<file path="src/rtl/rpe_pkg.sv">
`timescale 1ns / 1ps

package rpe_pkg;

  // vector size; pair count is at least one
  localparam int unsigned VectorDim = 8;
  localparam int unsigned NumPairs  = ((VectorDim / 2) > 0) ? (VectorDim / 2) : 1;
  localparam int unsigned NumKCodes = 4;

  // fixed-point constants, Q32 unless noted
  localparam longint unsigned Log2TenKQ32  = 64'd57070290109;
  localparam longint unsigned Ln2Q32       = 64'd2977044472;
  localparam longint unsigned InvTwoPiQ32  = 64'd683565276;
  localparam int unsigned     ExpTerms     = 20;
  localparam int unsigned     CordicStages = 30;
  localparam logic signed [31:0] CordicGain = 32'sd652032874;  // Q30

  // phase step, cordic chain, product stage, output stage
  localparam int unsigned RpeLatency = CordicStages + 3;

  typedef struct packed {
    logic signed [15:0] x_even;
    logic signed [15:0] x_odd;
    logic        [1:0]  pair_index;
    logic        [15:0] position;
  } rpe_in_t;

  typedef struct packed {
    logic signed [15:0] out_even;
    logic signed [15:0] out_odd;
  } rpe_out_t;

  // data handed from one cordic cell to the next
  typedef struct packed {
    logic               valid;
    logic        [1:0]  quad;
    logic signed [15:0] xe;
    logic signed [15:0] xo;
    logic signed [31:0] x;
    logic signed [31:0] y;
    logic signed [31:0] z;
  } rpe_cell_t;

  // unsigned long division for the build-time tables
  function automatic longint unsigned div_u64(input longint unsigned num,
                                             input longint unsigned den);
    longint unsigned quo;
    longint unsigned rem;
    quo = '0;
    rem = '0;
    for (int i = 63; i >= 0; i--) begin
      rem = {rem[62:0], num[i]};
      if (rem >= den) begin
        rem    = rem - den;
        quo[i] = 1'b1;
      end
    end
    return quo;
  endfunction

  // phase increment per position for pair k, 2^32 is one turn
  function automatic logic [31:0] phase_step(input int unsigned k);
    longint unsigned e;
    longint unsigned x;
    longint unsigned term;
    longint unsigned v;
    longint unsigned rnd;
    longint          acc;
    int unsigned     ip;
    e    = div_u64(longint'(2 * k) * Log2TenKQ32, 64'(VectorDim));
    ip   = int'(e >> 32);
    x    = ((e & 64'hFFFF_FFFF) * Ln2Q32) >> 32;
    term = 64'd1 << 32;
    acc  = longint'(64'd1 << 32);
    for (longint unsigned n = 1; n <= ExpTerms; n++) begin
      term = div_u64((term * x) >> 32, n);
      if (n[0]) begin
        acc = acc - longint'(term);
      end else begin
        acc = acc + longint'(term);
      end
    end
    if (acc < 0) begin
      acc = 0;
    end
    v   = (ip < 63) ? (longint'(acc) >> ip) : 64'd0;
    rnd = (v * InvTwoPiQ32 + (64'd1 << 31)) >> 32;
    return rnd[31:0];
  endfunction

  // pair index beyond the pair count uses the last pair
  function automatic logic [31:0] clamped_step(input int unsigned k);
    int unsigned kk;
    kk = (k >= NumPairs) ? (NumPairs - 1) : k;
    return phase_step(kk);
  endfunction

  localparam logic [31:0] StepTab [NumKCodes] = '{
    clamped_step(0), clamped_step(1), clamped_step(2), clamped_step(3)
  };

  // atan(2^-i) in turns, Q32
  function automatic logic signed [31:0] atan_turns(input int unsigned i);
    longint          acc;
    longint unsigned prod;
    longint unsigned term;
    longint unsigned r;
    bit              done;
    acc  = 0;
    done = 1'b0;
    if (i == 0) begin
      return 32'sd536870912;
    end
    for (int unsigned n = 0; n < 40; n++) begin
      if (!done) begin
        prod = longint'(i) * longint'(2 * n + 1);
        if (prod > 60) begin
          done = 1'b1;
        end else begin
          term = div_u64(64'd1 << (60 - prod), 64'(2 * n + 1));
          if (n[0]) begin
            acc = acc - longint'(term);
          end else begin
            acc = acc + longint'(term);
          end
        end
      end
    end
    r = ((longint'(acc) >> 28) * InvTwoPiQ32) >> 32;
    return signed'(r[31:0]);
  endfunction

endpackage

</file>
<file path="src/rtl/rpe_cordic_cell.sv">
`timescale 1ns / 1ps

module rpe_cordic_cell #(
  parameter int unsigned Stage = 0
) (
  input  logic               clk_i,
  input  logic               rst_ni,
  input  rpe_pkg::rpe_cell_t cell_i,
  output rpe_pkg::rpe_cell_t cell_o
);
  import rpe_pkg::*;

  localparam logic signed [31:0] Atan = atan_turns(Stage);

  logic signed [31:0] dx;
  logic signed [31:0] dy;
  rpe_cell_t          cell_d;
  rpe_cell_t          cell_q;

  // one micro-rotation, direction from the residual angle sign
  always_comb begin
    dx     = cell_i.y >>> Stage;
    dy     = cell_i.x >>> Stage;
    cell_d = cell_i;
    if (cell_i.z >= 0) begin
      cell_d.x = cell_i.x - dx;
      cell_d.y = cell_i.y + dy;
      cell_d.z = cell_i.z - Atan;
    end else begin
      cell_d.x = cell_i.x + dx;
      cell_d.y = cell_i.y - dy;
      cell_d.z = cell_i.z + Atan;
    end
  end

  // cell register, reset clears the valid bit
  always_ff @(posedge clk_i or negedge rst_ni) begin
    if (!rst_ni) begin
      cell_q.valid <= 1'b0;
    end else begin
      cell_q <= cell_d;
    end
  end

  assign cell_o = cell_q;

endmodule

</file>
<file path="config.mk">
export PLATFORM = sky130hd
export DESIGN_NAME = rpe_cordic_cell
export DESIGN_NICKNAME = d
export VERILOG_FILES = /design/src/rtl/rpe_pkg.sv /design/src/rtl/rpe_cordic_cell.sv
export SDC_FILE = /design/constraint.sdc
export NUM_CORES = 1
export LEC_CHECK = 0
export BUFFER_PORTS_ARGS = -buffer_cell sky130_fd_sc_hd__buf_2
export CAP_MARGIN = 20
export CORE_UTILIZATION = 47
export DETAILED_ROUTE_END_ITERATION = 7
export GPL_TIMING_DRIVEN = 0
export PLACE_DENSITY_LB_ADDON = 0.3
export SLEW_MARGIN = 30
export SYNTH_ARGS = -nofsm -noshare
export SYNTH_HDL_FRONTEND = slang
export SYNTH_SLANG_ARGS = --single-unit
</file>
<file path="constraint.sdc">
create_clock -name clk_i -period 0.8 [get_ports clk_i]
set_input_delay 0.16 -clock clk_i [delete_from_list [all_inputs] [get_ports clk_i]]
set_output_delay 0.16 -clock clk_i [all_outputs]
set_load 0.05 [all_outputs]
</file>
==> summary.txt <==
Setup path
  – Type of origin of the critical path: input pin
  – Crit path DAT: 2840 ps
  – Critical Path RT: 960 ps
  – Crit. Startpoint: cell_i[56]
  – Worst-path maximum fanout: 9
  – CP Class: in -> reg
  – Worst setup EP type: register

Die
  – Num ports: 264
  – Initial core utilization: between 40% and 50%
  – Core box area: 20200 sq um
  – DIE AREA: 21100 sq um
  – DIE HEIGHT: 145 um
  – Site Rows: 52
  – Die width: 145 um

Global route
  – Remaining global-route overflow: 0
  – Grt met2 use: 62.1%
  – GR Layer Usage met3: 6.48%
  – Antenna violations before repair: 1
  – Vias in the first global route: 10100
  – Largest net degree at the start of global routing: 73
  – GRT Util Overall: 37.5%
  – Global-route wire length before repair: 60400 um
  – Global routing's busiest layer: met2
  – Grt met1 use: ~47%

Synthesis
  – Synth top area share: 40.1%
  – Post-synth top area cell: edfxtp_1
  – Syn Area/Cell: 9.51 sq um
  – Sequential cell area fraction in the yosys report: 40.4%
  – Ys async rst share: less than 1%
  – Post-Syn Nets: 1255
  – EDFF count, synth: 129
  – Count of different cell masters after synthesis: 66
  – Primary FF master, synth: edfxtp_1
  – Synth Register Bits: 130
  – Synth Warn #: 0
  – Largest cells by area after synthesis: edfxtp_1, ha_1, a21oi_1
  – Synth Cell Area: just under 10000 sq um
  – Syn Inst Count: 1015

Pwr
  – Lkg Pwr: 6.50 nW
  – Gate power share: between 40 and 50%
  – Peak VDD IR: 1160 uV
  – Switching part of the total: 40.1%
  – PwrDens: between 1500 and 2000 nW/um^2
  – Clk pwr share: 27.1%
  – Sw Pwr: between 10 and 15 mW
  – Internal power: 18.4 mW
  – Share of power burned in registers: 29.9%

STA
  – Worst hold margin: 43.4 ps
  – Final hold viol count: 0
  – F_max: 0.373 GHz
  – Final worst-path cycle share: 335%
  – Max-slew violation count: 0
  – Worst-Margin Slew: 946 ps
  – Final setup viols: between 150 and 200
  – Min Tclk post-route: roughly 2700 ps
  – Unrepaired setup endpoints after global routing: yes
  – Setup WS post-layout: -1880 ps
  – Max-slew headroom: 36.9%

Placed design
  – Placed Area: 11700 sq um
  – Port-buffer cells: roughly 260
  – DP HPWL: ~26000 um
  – Cell count after placement: 1548
  – Final GP Congestion: 0.972

Finish
  – Most frequent cells in the layout: buf_6, edfxtp_1, buf_2, ha_1
  – Multi-input gate area: 6410 sq um
  – # nets final: 1653
  – Fill count: 1227
  – Largest register FFs: 130
  – Most common cell after layout, fill and taps aside: buf_6
  – Post-Layout Cell Count: 1697
  – Final instance area: 15500 sq um
  – Ratio of cells with drive above 1 in the final layout: between 40% and 50%
  – Seq. cell area: about 3900 sq um
  – Synthesis-to-finish area growth: 60.7%

Routing
  – Via count: 10700
  – Final WL: 45100 um
  – Final ANT Viol Nets: 0
  – Via density: 6.31
  – DR WL/cell: 26.6 um
  – Detailed Routing Iterations Pass 1: 6
  – 1st-iter DRT viols: 1503
  – Drc violations: 0

Hold path
  – Min-delay src: cell_i[29]
  – HP Class: in -> reg
  – WHS Path Cells: 2
  – Worst Hold End: cell_o[29]$_DFFE_PP_

CTS
  – CTS Sinks: 130
  – Clock root cell: clkbuf_16
  – Deepest clock path buffer count: 2
  – Clock transition at path regs: 70 ps
  – H-Tree Depth: 4
  – CTS tree: done
  – Num CTS Buffers: 17

Flow run
  – Maxcap violations: 0

Outcome
  – Failing checks: setup timing
  – Status: finished, violations left
## synth_stat cells (all sizes together), types with 7 or more instances
cell type	instances
a211oi	15
a21o	20
a21oi	116
a31oi	7
buf	11
clkbuf	37
edfxtp	129
ha	103
inv	95
nand2	56
nand2b	7
nand3	17
nand4	11
nor2	75
nor2b	15
nor3	21
nor4	9
o211ai	8
o21ai	65
o21bai	26
o31ai	13
xnor2	53
xor2	8
## kinds of logic (layout without fill, tap and decap cells)
kind of cell | after synthesis | after routing | synth area share (%)
and+or+nand+nor | 235 | 235 | 11.5
xor gates and xnor gates | 61 | 61 | 5.53
DFF | 130 | 130 | 40.4
buffers and inverters | 146 | 557 | 5.83
AOI/OAI and AO/OA | 330 | 330 | 21.9
adders and majority gates | 107 | 107 | 14.2
muxes | 6 | 6 | 0.622
other | 0 | 1 | 0
## routing by layer
layer / up-vias / share of wire (%)
li1: 4465 / -
met1: 5042 / 37
met2: 969 / 46
met3: 227 / 10
met4: 0 / 6.5
met5: - / 0
## worst max-delay path by stage
| stage | end | slack [ps] | cells after the start |
|---|---|---|---|
| 6_report | cell_o[91]$_DFFE_PP_ | -1880 | 10 |
| 5_1_grt | cell_o[91]$_DFFE_PP_ | -1910 | 10 |
| 4_1_cts | cell_o[91]$_DFFE_PP_ | -1900 | 12 |
| 3_5_place_dp | cell_o[93]$_DFFE_PP_ | -2480 | 12 |
| 3_3_place_gp | cell_o[93]$_DFFE_PP_ | -2560 | 12 |
| 2_1_floorplan | cell_o[91]$_DFFE_PP_ | -1900 | 10 |
## critical path, stage by stage
cell	delay [ps]
buf_2	100
inv_1	60
ha_1	530
clkinvlp_4	370
a21oi_1	270
o21bai_1	110
a21oi_1	510
o31a_1	370
a2bb2oi_2	240
xnor2_1	100
## layout make-up
cell class | instances | area share, %
plain buffers | 41 | 2.21
flip-flops and latches | 130 | 25.1
clock inverters | 13 | 1.02
inverters | 98 | 2.91
well taps | 270 | 2.18
diodes | 1 | 0.0161
repair buffers | 386 | 22.4
clock buffers | 19 | 2.79
multi-input cells | 739 | 41.3
## stage by stage
stage                     power [mW]  utilization (%)  setup slack (ps)  setup TNS, ps
after floorplan                 15.7                -             -1900         -79200
after global placement          18.5             58.0             -2560        -352110
after detailed placement        18.6             58.2             -2480        -153370
after CTS                       28.7             73.0             -1900        -122030
after global routing            31.3             76.9             -1910        -132980
final                           30.8             76.9             -1880        -129600
## power by group through the flow
| stage | logic (mW) | registers (mW) | clock network (mW) |
|---|---|---|---|
| floorplan | 3.78 | 11.9 | 0 |
| global placement | 9.52 | 9.00 | 0 |
| detailed placement | 9.61 | 8.99 | 0 |
| CTS | 11.7 | 9.07 | 7.88 |
| global route | 13.6 | 9.24 | 8.44 |
| finish | 13.2 | 9.21 | 8.33 |
## timing repair
item / in CTS / in global routing
gates resized for setup: 410 / 164
setup endpoints to repair: 267 / 258
cloned: 0 / 1
hold buffers: 65 / 0
hold endpoints to repair: 65 / 0
pin swaps: 67 / 63
setup buffers: 35 / 26
Note: power is estimated with default switching activity, not from simulation.
